### config.mk
export PLATFORM = sky130hd
export DESIGN_NAME = sliding_window_rate_limiter
export DESIGN_NICKNAME = d
export VERILOG_FILES = /design/src/rtl/swrl_pkg.sv /design/src/rtl/swrl_div.sv /design/src/rtl/swrl_ctrl.sv /design/src/rtl/swrl_dp.sv /design/src/rtl/sliding_window_rate_limiter.sv
export SDC_FILE = /design/constraint.sdc
export NUM_CORES = 2
export LEC_CHECK = 0
export BUFFER_PORTS_ARGS = -buffer_cell sky130_fd_sc_hd__clkbuf_2
export CORE_MARGIN = 4
export CORE_UTILIZATION = 35
export DETAILED_ROUTE_END_ITERATION = 12
export GPL_ROUTABILITY_DRIVEN = 0
export GPL_TIMING_DRIVEN = 0
export SLEW_MARGIN = 20
export SYNTH_ARGS = -nofsm -noshare
export SYNTH_HDL_FRONTEND = slang
export SYNTH_SLANG_ARGS = --single-unit
### constraint.sdc
create_clock -name clk -period 9.85 [get_ports clk]
set_input_delay 0.4925 -clock clk [delete_from_list [all_inputs] [get_ports clk]]
set_output_delay 0.4925 -clock clk [all_outputs]
set_load 0.02 [all_outputs]
### src/rtl/swrl_pkg.sv
// Shared types and constants for the sliding window rate limiter.
`timescale 1ns / 1ps
`default_nettype none
package swrl_pkg;

  localparam int unsigned IDX_W = 4;
  localparam int unsigned CNT_W = 16;
  localparam int unsigned TIME_W = 32;
  localparam int unsigned WC_W = 17;
  localparam logic [15:0] WINDOW_RESET = 16'd60;
  localparam logic [CNT_W-1:0] COUNT_MAX = '1;

  localparam logic ACT_REQUEST = 1'b0;
  localparam logic ACT_ADD = 1'b1;

  localparam logic [1:0] ST_OK = 2'd0;
  localparam logic [1:0] ST_EXISTS = 2'd1;
  localparam logic [1:0] ST_UNCONF = 2'd2;

  typedef struct packed {
    logic action;
    logic [IDX_W-1:0] resource_index;
    logic [CNT_W-1:0] limit;
    logic [TIME_W-1:0] current_time;
  } req_t;

  typedef struct packed {
    logic allowed;
    logic [1:0] status;
    logic [WC_W-1:0] weighted_count;
  } rsp_t;

  typedef enum logic [3:0] {
    S_IDLE, S_LOOKUP, S_EVAL, S_ROLL_MUL, S_ROLL_DST, S_ROLL_DIV, S_ROLL_SET,
    S_WGT_MUL, S_WGT_DST, S_WGT_DIV, S_DECIDE, S_RESULT
  } state_t;

  typedef struct packed {
    logic load;
    logic lookup;
    logic mul_en;
    logic mul_roll;
    logic div_start;
    logic roll_set;
    logic decide;
    logic out_load;
  } cmd_t;

  typedef struct packed {
    logic is_add;
    logic hit;
    logic roll;
    logic roll_zero;
    logic div_busy;
    logic out_free;
  } stat_t;

endpackage
`default_nettype wire

### src/rtl/swrl_div.sv
// Restoring divider, one quotient bit per cycle, for quotients below 2^16.
`timescale 1ns / 1ps
`default_nettype none
module swrl_div
  import swrl_pkg::*;
(
  input  wire logic        clk,
  input  wire logic        rst,
  input  wire logic        start,
  input  wire logic [31:0] dividend,
  input  wire logic [15:0] divisor,
  output logic             busy,
  output logic [15:0]      quotient
);

  localparam int unsigned STEPS = 16;
  localparam int unsigned CW = $clog2(STEPS + 1);

  logic [15:0]   rem;
  logic [15:0]   dq;
  logic [CW-1:0] cnt;
  logic [16:0]   trial;
  logic          fits;

  assign trial = {rem, dq[15]};
  assign fits = trial >= {1'b0, divisor};
  assign quotient = dq;

  always_ff @(posedge clk) begin
    if (rst) begin
      busy <= 1'b0;
      cnt <= '0;
    end else if (start) begin
      busy <= 1'b1;
      cnt <= CW'(STEPS);
    end else if (busy) begin
      cnt <= cnt - 1'b1;
      busy <= (cnt != CW'(1));
    end
  end

  always_ff @(posedge clk) begin
    if (start) begin
      rem <= dividend[31:16];
      dq <= dividend[15:0];
    end else if (busy) begin
      rem <= fits ? 16'(trial - {1'b0, divisor}) : trial[15:0];
      dq <= {dq[14:0], fits};
    end
  end

`ifndef ASSERT_OFF
  a_no_restart: assert property (@(posedge clk) disable iff (rst) start |-> !busy)
    else $error("divider started while busy");
  a_finish: assert property (@(posedge clk) disable iff (rst)
    busy && cnt == CW'(1) && !start |=> !busy)
    else $error("divider did not finish after last step");
  a_count: assert property (@(posedge clk) disable iff (rst) busy |-> cnt != '0)
    else $error("divider busy with zero step count");
`endif

endmodule
`default_nettype wire

### src/rtl/swrl_ctrl.sv
// Sequencer for the rate limiter: steps one transfer through lookup, rollover and decision.
`timescale 1ns / 1ps
`default_nettype none
module swrl_ctrl
  import swrl_pkg::*;
(
  input  wire logic  clk,
  input  wire logic  rst,
  input  wire logic  req_valid,
  output logic       req_stall,
  input  wire stat_t stat,
  output cmd_t       cmd
);

  state_t state, state_next;

  always_ff @(posedge clk) begin
    if (rst) begin
      state <= S_IDLE;
    end else begin
      state <= state_next;
    end
  end

  always_comb begin
    state_next = state;
    case (state)
      S_IDLE:     if (req_valid) state_next = S_LOOKUP;
      S_LOOKUP:   state_next = S_EVAL;
      S_EVAL: begin
        if (stat.is_add || !stat.hit) state_next = S_DECIDE;
        else if (stat.roll && stat.roll_zero) state_next = S_ROLL_SET;
        else if (stat.roll) state_next = S_ROLL_MUL;
        else state_next = S_WGT_MUL;
      end
      S_ROLL_MUL: state_next = S_ROLL_DST;
      S_ROLL_DST: state_next = S_ROLL_DIV;
      S_ROLL_DIV: if (!stat.div_busy) state_next = S_ROLL_SET;
      S_ROLL_SET: state_next = S_WGT_MUL;
      S_WGT_MUL:  state_next = S_WGT_DST;
      S_WGT_DST:  state_next = S_WGT_DIV;
      S_WGT_DIV:  if (!stat.div_busy) state_next = S_DECIDE;
      S_DECIDE:   state_next = S_RESULT;
      S_RESULT:   if (stat.out_free) state_next = S_IDLE;
      default:    state_next = S_IDLE;
    endcase
  end

  always_comb begin
    cmd = '0;
    req_stall = 1'b1;
    case (state)
      S_IDLE: begin
        req_stall = 1'b0;
        cmd.load = req_valid;
      end
      S_LOOKUP:   cmd.lookup = 1'b1;
      S_ROLL_MUL: begin
        cmd.mul_en = 1'b1;
        cmd.mul_roll = 1'b1;
      end
      S_ROLL_DST: cmd.div_start = 1'b1;
      S_ROLL_SET: cmd.roll_set = 1'b1;
      S_WGT_MUL:  cmd.mul_en = 1'b1;
      S_WGT_DST:  cmd.div_start = 1'b1;
      S_DECIDE:   cmd.decide = 1'b1;
      S_RESULT:   cmd.out_load = stat.out_free;
      default:    cmd = '0;
    endcase
  end

endmodule
`default_nettype wire

### src/rtl/swrl_dp.sv
// Datapath: entry table, window arithmetic, shared multiplier and divider, result register.
`timescale 1ns / 1ps
`default_nettype none
module swrl_dp
  import swrl_pkg::*;
#(
  parameter int unsigned RESOURCES = 16
) (
  input  wire logic        clk,
  input  wire logic        rst,
  input  wire logic        cfg_write,
  input  wire logic [15:0] cfg_data,
  input  wire req_t        req,
  input  wire cmd_t        cmd,
  output stat_t            stat,
  output rsp_t             rsp,
  output logic             rsp_valid,
  input  wire logic        rsp_stall
);

  // Only sixteen indexes are reachable through the request field.
  localparam int unsigned DEPTH = (RESOURCES < 16) ? RESOURCES : 16;
  localparam int unsigned AW = (DEPTH > 1) ? $clog2(DEPTH) : 1;

  logic [15:0] window;
  logic [15:0] w;

  logic [DEPTH-1:0]        cfgd;
  logic [CNT_W-1:0]        tbl_lim   [DEPTH];
  logic [CNT_W-1:0]        tbl_cur   [DEPTH];
  logic [CNT_W-1:0]        tbl_prev  [DEPTH];
  logic [TIME_W-1:0]       tbl_start [DEPTH];

  req_t             item;
  logic             inr;
  logic [AW-1:0]    addr;
  logic             cfgd_r;
  logic [CNT_W-1:0] e_lim;
  logic [CNT_W-1:0] e_cur;
  logic [CNT_W-1:0] e_prev;
  logic [TIME_W-1:0] e_start;
  logic [TIME_W-1:0] diff;
  logic [31:0]      prod;
  logic [15:0]      mul_a;
  logic [15:0]      mul_b;
  logic [16:0]      roll_span;
  logic [15:0]      wgt_span;
  logic [15:0]      quot;
  logic             div_busy;
  logic [WC_W-1:0]  weighted;
  logic             under;
  rsp_t             res;
  rsp_t             res_next;

  assign w = (window == '0) ? 16'd1 : window;

  always_ff @(posedge clk) begin
    if (rst) begin
      window <= WINDOW_RESET;
    end else if (cfg_write) begin
      window <= cfg_data;
    end
  end

  assign inr = ({28'd0, item.resource_index} < 32'(RESOURCES));
  assign addr = inr ? item.resource_index[AW-1:0] : '0;

  // diff lies in [w, 2w] on the scaled rollover path, so the span fits 16 bits.
  assign roll_span = {w, 1'b0} - diff[16:0];
  assign wgt_span = 16'(w - 16'd1 - diff[15:0]);
  assign mul_a = cmd.mul_roll ? e_cur : e_prev;
  assign mul_b = cmd.mul_roll ? roll_span[15:0] : wgt_span;

  assign weighted = {1'b0, e_cur} + {1'b0, quot};
  assign under = weighted < {1'b0, e_lim};

  always_ff @(posedge clk) begin
    if (cmd.load) begin
      item <= req;
    end
    if (cmd.lookup) begin
      cfgd_r <= cfgd[addr];
      e_lim <= tbl_lim[addr];
      e_cur <= tbl_cur[addr];
      e_prev <= tbl_prev[addr];
      e_start <= tbl_start[addr];
      diff <= item.current_time - tbl_start[addr];
    end
    if (cmd.mul_en) begin
      prod <= {16'd0, mul_a} * {16'd0, mul_b};
    end
    if (cmd.roll_set) begin
      e_prev <= stat.roll_zero ? '0 : quot;
      e_cur <= '0;
      e_start <= item.current_time;
      diff <= '0;
    end
  end

  // Form the result of the transfer from the looked-up entry.
  always_comb begin
    res_next = '0;
    if (item.action == ACT_ADD) begin
      if (!inr || cfgd_r) begin
        res_next.status = ST_EXISTS;
      end else begin
        res_next.allowed = 1'b1;
      end
    end else if (!stat.hit) begin
      res_next.status = ST_UNCONF;
    end else begin
      res_next.allowed = under;
      res_next.weighted_count = weighted;
    end
  end

  // Settle the result and write back the entry.
  always_ff @(posedge clk) begin
    if (cmd.decide) begin
      res <= res_next;
      if (item.action == ACT_ADD) begin
        if (inr && !cfgd_r) begin
          tbl_lim[addr] <= item.limit;
          tbl_cur[addr] <= '0;
          tbl_prev[addr] <= '0;
          tbl_start[addr] <= '0;
        end
      end else if (stat.hit) begin
        tbl_cur[addr] <= (under && e_cur != COUNT_MAX) ? e_cur + 1'b1 : e_cur;
        tbl_prev[addr] <= e_prev;
        tbl_start[addr] <= e_start;
      end
    end
    if (cmd.out_load) begin
      rsp <= res;
    end
  end

  always_ff @(posedge clk) begin
    if (rst) begin
      cfgd <= '0;
    end else if (cmd.decide && item.action == ACT_ADD && inr && !cfgd_r) begin
      cfgd[addr] <= 1'b1;
    end
  end

  always_ff @(posedge clk) begin
    if (rst) begin
      rsp_valid <= 1'b0;
    end else if (cmd.out_load) begin
      rsp_valid <= 1'b1;
    end else if (!rsp_stall) begin
      rsp_valid <= 1'b0;
    end
  end

  swrl_div u_div (
    .clk      (clk),
    .rst      (rst),
    .start    (cmd.div_start),
    .dividend (prod),
    .divisor  (w),
    .busy     (div_busy),
    .quotient (quot)
  );

  always_comb begin
    stat.is_add = (item.action == ACT_ADD);
    stat.hit = inr && cfgd_r;
    stat.roll = diff >= {16'd0, w};
    stat.roll_zero = diff > {15'd0, w, 1'b0};
    stat.div_busy = div_busy;
    stat.out_free = !rsp_valid || !rsp_stall;
  end

endmodule
`default_nettype wire

### src/rtl/sliding_window_rate_limiter.sv
// Top level of the per-resource sliding window rate limiter.
// An add or an unconfigured request goes from lookup to decision; an open window adds a
//   weighting division, a lapsed window a rollover reset, a scaled rollover a second division.
// One transfer at a time, with up to two 16-step serial divisions each; the next input
//   enters the cycle after the result loads its output register.
// Reset (rst, synchronous): clears configured flags, sets the window size to 60, empties output.
`timescale 1ns / 1ps
`default_nettype none
module sliding_window_rate_limiter
  import swrl_pkg::*;
#(
  parameter int unsigned RESOURCES = 16
) (
  input  wire logic        clk,
  input  wire logic        rst,
  input  wire logic        cfg_write,
  input  wire logic [15:0] cfg_data,
  input  wire logic        req_valid,
  output logic             req_stall,
  input  wire req_t        req,
  output logic             rsp_valid,
  input  wire logic        rsp_stall,
  output rsp_t             rsp
);

  // Command and status bundles between sequencer and datapath.
  cmd_t  cmd;
  stat_t stat;

  swrl_ctrl u_ctrl (
    .clk       (clk),
    .rst       (rst),
    .req_valid (req_valid),
    .req_stall (req_stall),
    .stat      (stat),
    .cmd       (cmd)
  );

  swrl_dp #(
    .RESOURCES (RESOURCES)
  ) u_dp (
    .clk       (clk),
    .rst       (rst),
    .cfg_write (cfg_write),
    .cfg_data  (cfg_data),
    .req       (req),
    .cmd       (cmd),
    .stat      (stat),
    .rsp       (rsp),
    .rsp_valid (rsp_valid),
    .rsp_stall (rsp_stall)
  );

`ifndef ASSERT_OFF
  // An accepted transfer occupies the sequencer on the next cycle.
  a_busy_after_accept: assert property (@(posedge clk) disable iff (rst)
    req_valid && !req_stall |=> req_stall)
    else $error("input not held off after a transfer");
  // Only an ok status may carry a grant.
  a_grant_ok: assert property (@(posedge clk) disable iff (rst)
    rsp_valid && rsp.allowed |-> rsp.status == ST_OK)
    else $error("grant with error status");
  // Error results report a zero count and no grant.
  a_err_zero: assert property (@(posedge clk) disable iff (rst)
    rsp_valid && rsp.status != ST_OK |-> !rsp.allowed && rsp.weighted_count == '0)
    else $error("error result with nonzero count");
`endif

endmodule
`default_nettype wire
; ---- Yosys cells after proc, flatten, opt, wreduce, memory -nomap -nowiden
; Memory sizes are Yosys's and may differ from the RTL's. A register that Yosys moved wholly into a read port is not among the register bits.
; Cells that the tools add are included.
[classes]
n_mul = 1
add_sub_neg = 8
magnitude_cmp = 6
eq_ne = 18
mux = 58
bitwise = 5
n_reduce_logical = 19
[ops]
columns = op, count
row1 = two-way mux 16 bit, 14
row2 = two-way mux 32 bit, 3
row3 = case mux 4 bit (12 select lines), 1
row4 = subtractor 16 bit, 3
row5 = greater-or-equal comparator 32 x 16 -> 1 bit, 1
row6 = > comparator 32 x 17 -> 1 bit, 1
row7 = multiplier 16 x 16 -> 32 bit, 1
row8 = two-way mux 4 bit, 8
row9 = subtractor 32 bit, 1
row10 = two-way mux 1 bit, 25
row11 = adder 16 x 16 -> 17 bit, 1
row12 = greater-or-equal comparator 17 x 16 -> 1 bit, 1
row13 = less-than comparator 17 x 16 -> 1 bit, 1
row14 = "adder 16 x 1 -> 16 bit, second input constant", 1
row15 = "== test 4 x 3 -> 1 bit, second input constant", 4
row16 = "== test 4 bit, second input constant", 4
row17 = logical NOT 16 bit, 1
row18 = "inequality test 16 bit, second input constant", 1
row19 = bitwise OR 16 bit, 1
row20 = "subtractor 16 x 1 -> 16 bit, second input constant", 1
row21 = two-way mux 5 bit, 2
row22 = "== test 4 x 2 -> 1 bit, second input constant", 2
row23 = OR reduction 2 bit, 4
row24 = two-way mux 3 bit, 2
row25 = 18 further kinds, 31
[word_totals]
mem_bits_rw = 1280
elab_cells = 143
ff_bits = 281
n_memories = 4
out_inout_bits = 22
[memory_table]
columns = memory, depth, word_bits, rd, rd_ports_with_merged_regs, write_ports, line
row1 = u_dp.tbl_start, 16, 32, 1, 1, 1, swrl_dp.sv:32  ; logic [TIME_W-1:0] tbl_start [DEPTH];
row2 = u_dp.tbl_cur, 16, 16, 1, 1, 1, swrl_dp.sv:30  ; logic [CNT_W-1:0] tbl_cur [DEPTH];
row3 = u_dp.tbl_lim, 16, 16, 1, 1, 1, swrl_dp.sv:29  ; logic [CNT_W-1:0] tbl_lim [DEPTH];
row4 = u_dp.tbl_prev, 16, 16, 1, 1, 1, swrl_dp.sv:31  ; logic [CNT_W-1:0] tbl_prev [DEPTH];

; ---- Logic depth before layout (Yosys ltp)
[depth]
ltp_word = 7
depth_mapped = 40
depth_no_buf = 38

; ---- By module
; A second synthesis with hierarchy kept.
[unflattened]
cells_unflattened = 4606
hier_area_um2 = 75198.4
[by_module_without_submodules]
columns = module, cells_per_inst, n_inst, area_each_um2
row1 = swrl_dp, 4276, 1, 71917.7
row2 = swrl_div, 276, 1, 2847.7
row3 = swrl_ctrl, 54, 1, 432.9

; ---- Least setup slack after synthesis
; No wires, ideal clock.
[synth_timing]
path_type = reg-to-reg
startpoint = register u_dp.window[11]
endpoint = register u_dp.prod[31] (data pin)
n_path_buf = 2
stages_incl_launch_ff = 38
path_slack_ps = 1725
synth_period_minus_slack_ps = 8125
required_ps = 9590
arrival_time_ps = 7865
cell_sequence = dfxtp_1 nor3_1 a41o_1 ha_1 inv_1 fa_1 nor2b_1 o21ai_1 nand2b_1 a21o_1 a2111o_1 a31o_1 a21oi_1 xor2_1 o21ai_1 clkbuf_1 nand2_1 fa_1 [... 2 more ...] fa_1 fa_1 fa_1 inv_1 fa_1 inv_1 ha_1 clkbuf_1 nand2_1 o21ai_1 o21a_1 o21a_1 o311ai_1 a311oi_1 nand3_1 nand2_1 a21oi_1 xnor2_1
[synth_between]
elab_chain_cells = 6
[synth_lines]
columns = item, line
row1 = "start, declared", swrl_dp.sv:25  ; logic [15:0] window;
row2 = "start signal, assigned", swrl_dp.sv:61  ; window <= cfg_data;
row3 = logical NOT 16 bit, swrl_dp.sv:55  ; assign w = (window == '0) ? 16'd1 : window;
row4 = two-way mux 16 bit *, swrl_dp.sv:55
row5 = subtractor 16 x 1 -> 16 bit, swrl_dp.sv:70  ; assign wgt_span = 16'(w - 16'd1 - diff[15:0]);
row6 = subtractor 16 bit, swrl_dp.sv:70
row7 = two-way mux 16 bit *, swrl_dp.sv:72  ; assign mul_b = cmd.mul_roll ? roll_span[15:0] : wgt_span;
row8 = multiplier 16 x 16 -> 32 bit *, swrl_dp.sv:90  ; prod <= {16'd0, mul_a} * {16'd0, mul_b};
row9 = "end signal, assigned", swrl_dp.sv:90
row10 = "end, declared", swrl_dp.sv:43  ; logic [31:0] prod;
; Mark *: on every way between the ends. The rest lies on a longest branch, timed or not.
; A chain may end at the register's enable or synchronous reset.

; ---- Worst setup path in the final report
[layout_timing]
startpoint = register u_dp.window[7]
endpoint = register u_dp.prod[30] (data pin)
; Same word-level chain as after synthesis.

==> results.cfg <==
[synthesis]
synth-main-ff-cell = edfxtp_1
syn_avg_cell_area_um2 = 16.1
ys_types = 78
synthArstFlopShare = 0
ys_ff_latch = 1597
netlist_instances = 4612
synth_edf_count = 1502
synth_nets = 5136
syn_area_um2 = 74200
seq_area_frac_synth = 0.633
ys_warn_count = 0

[timing]
maxSlewViolCount = 0
tightest_slew_ps = 1110
fin_crit_ps = 9530
clock.fmax_ghz = 0.105
skew_ps = 33.3
post-route-period-util = 0.968
hold_violations = 0
setup_tns_ps = 0
whs_ps = 87.2
setup_viol = 0
slew_headroom = 0.236

[grt]
gr-usage-met2 = 0.309
grt_max_degree = 33
grt-ovfl-total = 0
top_usage_layer = met2
grt_first_pass_wirelength_mm = 298
use_met3 = 0.0273
grt_use_met1 = 0.247
groute.usage.overall = 0.185
grt_pass1_vias = 43511
antenna_found_initial = 7

[clock_tree]
cts_tree = done
cts.sinks = 1597
cts-root-buf = clkbuf_16
cts_buffers = 157
h-tree-depth = 4
clkLatencyLatePin_ps = 790
clk_pin_slew_ps = 60
clockBufferDepth = 3

[finish]
syn_to_final_growth_pct = 16.1
layout_commonest_cell = edfxtp_1
layout_common_cells = edfxtp_1, nand2_1, mux4_2
finalNonFillerCells = 7977
drive_above_1_share = 0.186
final_nets = 5572
design_area_um2 = 86200

[placement]
place_hpwl_mm = 145
dpl_cell_area_um2 = 80200
io_buffers = 94
dp.cells = 7621

[floorplanning]
core_um2 = 210000
rows = 168
die-area_um2 = 219000
die_h_um = 468
fp.dieW_um = 468
start_util = 0.353
ioPinCount = 96

[worst_setup_path]
max_stage_delay_ps = 520
crit_slowest_cell = fa_1
worstPathRequired_ps = 10440
crit_path_end_kind = flip-flop
criticalPathCategory = reg2reg
crit_top_cell = fa_1
startpoint_type = flip-flop
critPathMaxFanout = 10
arrival_ps = 10120

[detailed_routing]
dr.pass1.iters = 6
drc = 0
vias = 42748
ant_nets = 0
wl_mm = 203
drt_iter0_drc = 4055
vias_per_cell = 5.36
wl_per_cell_um = 25.5

[hold_path]
hold_path.class = in2reg

[job]
max-cap-violations = 0

[outcome]
status = complete, no violations
[worst paths after layout]
check | cells after the start | to | slack (ps) | start
max reg2reg | 35 | u_dp.prod[30] | 320 | u_dp.window[7]
max | 35 | u_dp.prod[30] | 320 | u_dp.window[7]
min reg2reg | 0 | u_dp.rsp[2] | 420 | u_dp.res[2]
min | 3 | u_dp.rsp_valid | 90 | rsp_stall
[synth_stat cells (3+ instances only)]
cell | count | area share
nor4_1 | 11 | 0.00093
or3_1 | 11 | 0.00093
and3_1 | 58 | 0.0049
mux2_2 | 5 | 0.00076
o21ai_0 | 100 | 0.0067
a211oi_1 | 13 | 0.0013
or2_2 | 4 | 0.00034
nor2_1 | 221 | 0.011
nor2b_1 | 18 | 0.0015
nand2_1 | 461 | 0.023
and2_1 | 54 | 0.0046
o21bai_1 | 18 | 0.0018
buf_1 | 39 | 0.0020
a22oi_1 | 9 | 0.00091
a21boi_1 | 3 | 0.00030
buf_2 | 15 | 0.0010
nand3b_1 | 4 | 0.00040
nor3_1 | 34 | 0.0023
a22o_1 | 9 | 0.0011
o211ai_1 | 15 | 0.0015
xnor2_1 | 77 | 0.0091
and4_1 | 4 | 0.00047
nand2b_1 | 33 | 0.0028
a31oi_1 | 10 | 0.00084
a311oi_1 | 3 | 0.00035
a21oi_1 | 149 | 0.010
o2111ai_1 | 3 | 0.00035
xor2_1 | 43 | 0.0051
o21a_1 | 40 | 0.0040
nand4_1 | 24 | 0.0020
o31a_1 | 4 | 0.00047
o21ai_1 | 21 | 0.0014
a2111oi_0 | 3 | 0.00035
inv_1 | 326 | 0.016
o31ai_1 | 8 | 0.00081
a21o_1 | 61 | 0.0062
clkbuf_1 | 151 | 0.0076
fa_1 | 199 | 0.054
o41ai_1 | 3 | 0.00035
ha_1 | 251 | 0.042
dfxtp_1 | 95 | 0.026
mux2i_1 | 31 | 0.0042
edfxtp_1 | 1502 | 0.61
nand3_1 | 25 | 0.0017
mux4_2 | 405 | 0.12
[per-stage QoR]
stage,util,setup slack (ps)
floorplan,-,1730
global placement,0.372,-4060
detailed placement,0.381,-647
CTS,0.409,14.6
global route,0.410,-0.231
finish,0.410,317
[state kept, by name (all words and copies together), names as in the netlist, 20 cells and up, named ones only]
| name | flops |
|---|---|
| u_dp.rsp | 20 |
| u_dp.tbl_prev | 256 |
| u_dp.tbl_cur | 256 |
| u_dp.res | 20 |
| u_dp.item | 48 |
| u_dp.prod | 32 |
| u_dp.diff | 32 |
| u_dp.e_start | 32 |
| u_dp.tbl_lim | 256 |
| u_dp.tbl_start | 512 |
[layout make-up]
cell class,instances,area (um^2)
Clock inverter,75,818
Inverter,327,1230
Tap cell,2805,3510
Sequential cell,1597,47000
Buffer,204,828
Antenna cell,1,2.50
Timing Repair Buffer,278,2900
Clock buffer,207,4320
Fill cell,18985,124000
Multi-Input combinational cell,2483,25600
[worst max-delay path: cells and delay by family, from the launching register on]
family                   cells  cell delay, ps
XOR/XNOR                     2             620
adder cells (fa/ha/maj)      9            3760
buffers and inverters        5             500
flip-flops                   1             510
AND/OR/NAND/NOR              8            1200
AO/OA/AOI/OAI               11            2740
[metal layers]
metal / vias to the layer above / share of wire
met5: - / 0.000069
met4: 2 / 0.039
met3: 356 / 0.064
met2: 1634 / 0.49
met1: 22481 / 0.41
li1: 18275 / -
[cell families (layout without fill, tap and decap cells)]
family | Yosys count | in the layout | synth area share
other cells | 0 | 1 | 0
mux | 441 | 441 | 0.128
compound gates | 500 | 500 | 0.0429
fa+ha+maj | 450 | 450 | 0.0960
flops | 1597 | 1597 | 0.633
simple gates | 972 | 972 | 0.0585
buf+inv | 532 | 1091 | 0.0272
xor+xnor | 120 | 120 | 0.0142
[what timing repair did]
| action | CTS | global route |
|---|---|---|
| resized for setup | 12 | 29 |
| buffers inserted | 0 | 3 |
| hold buffers | 70 | 0 |
| pin swaps | 0 | 5 |
| endpoints found under the hold margin | 72 | 0 |
| setup endpoints to repair | 5 | 6 |
Power is not shown: default switching activity piles up to over one toggle a cycle in this logic, so the estimate is an artifact.
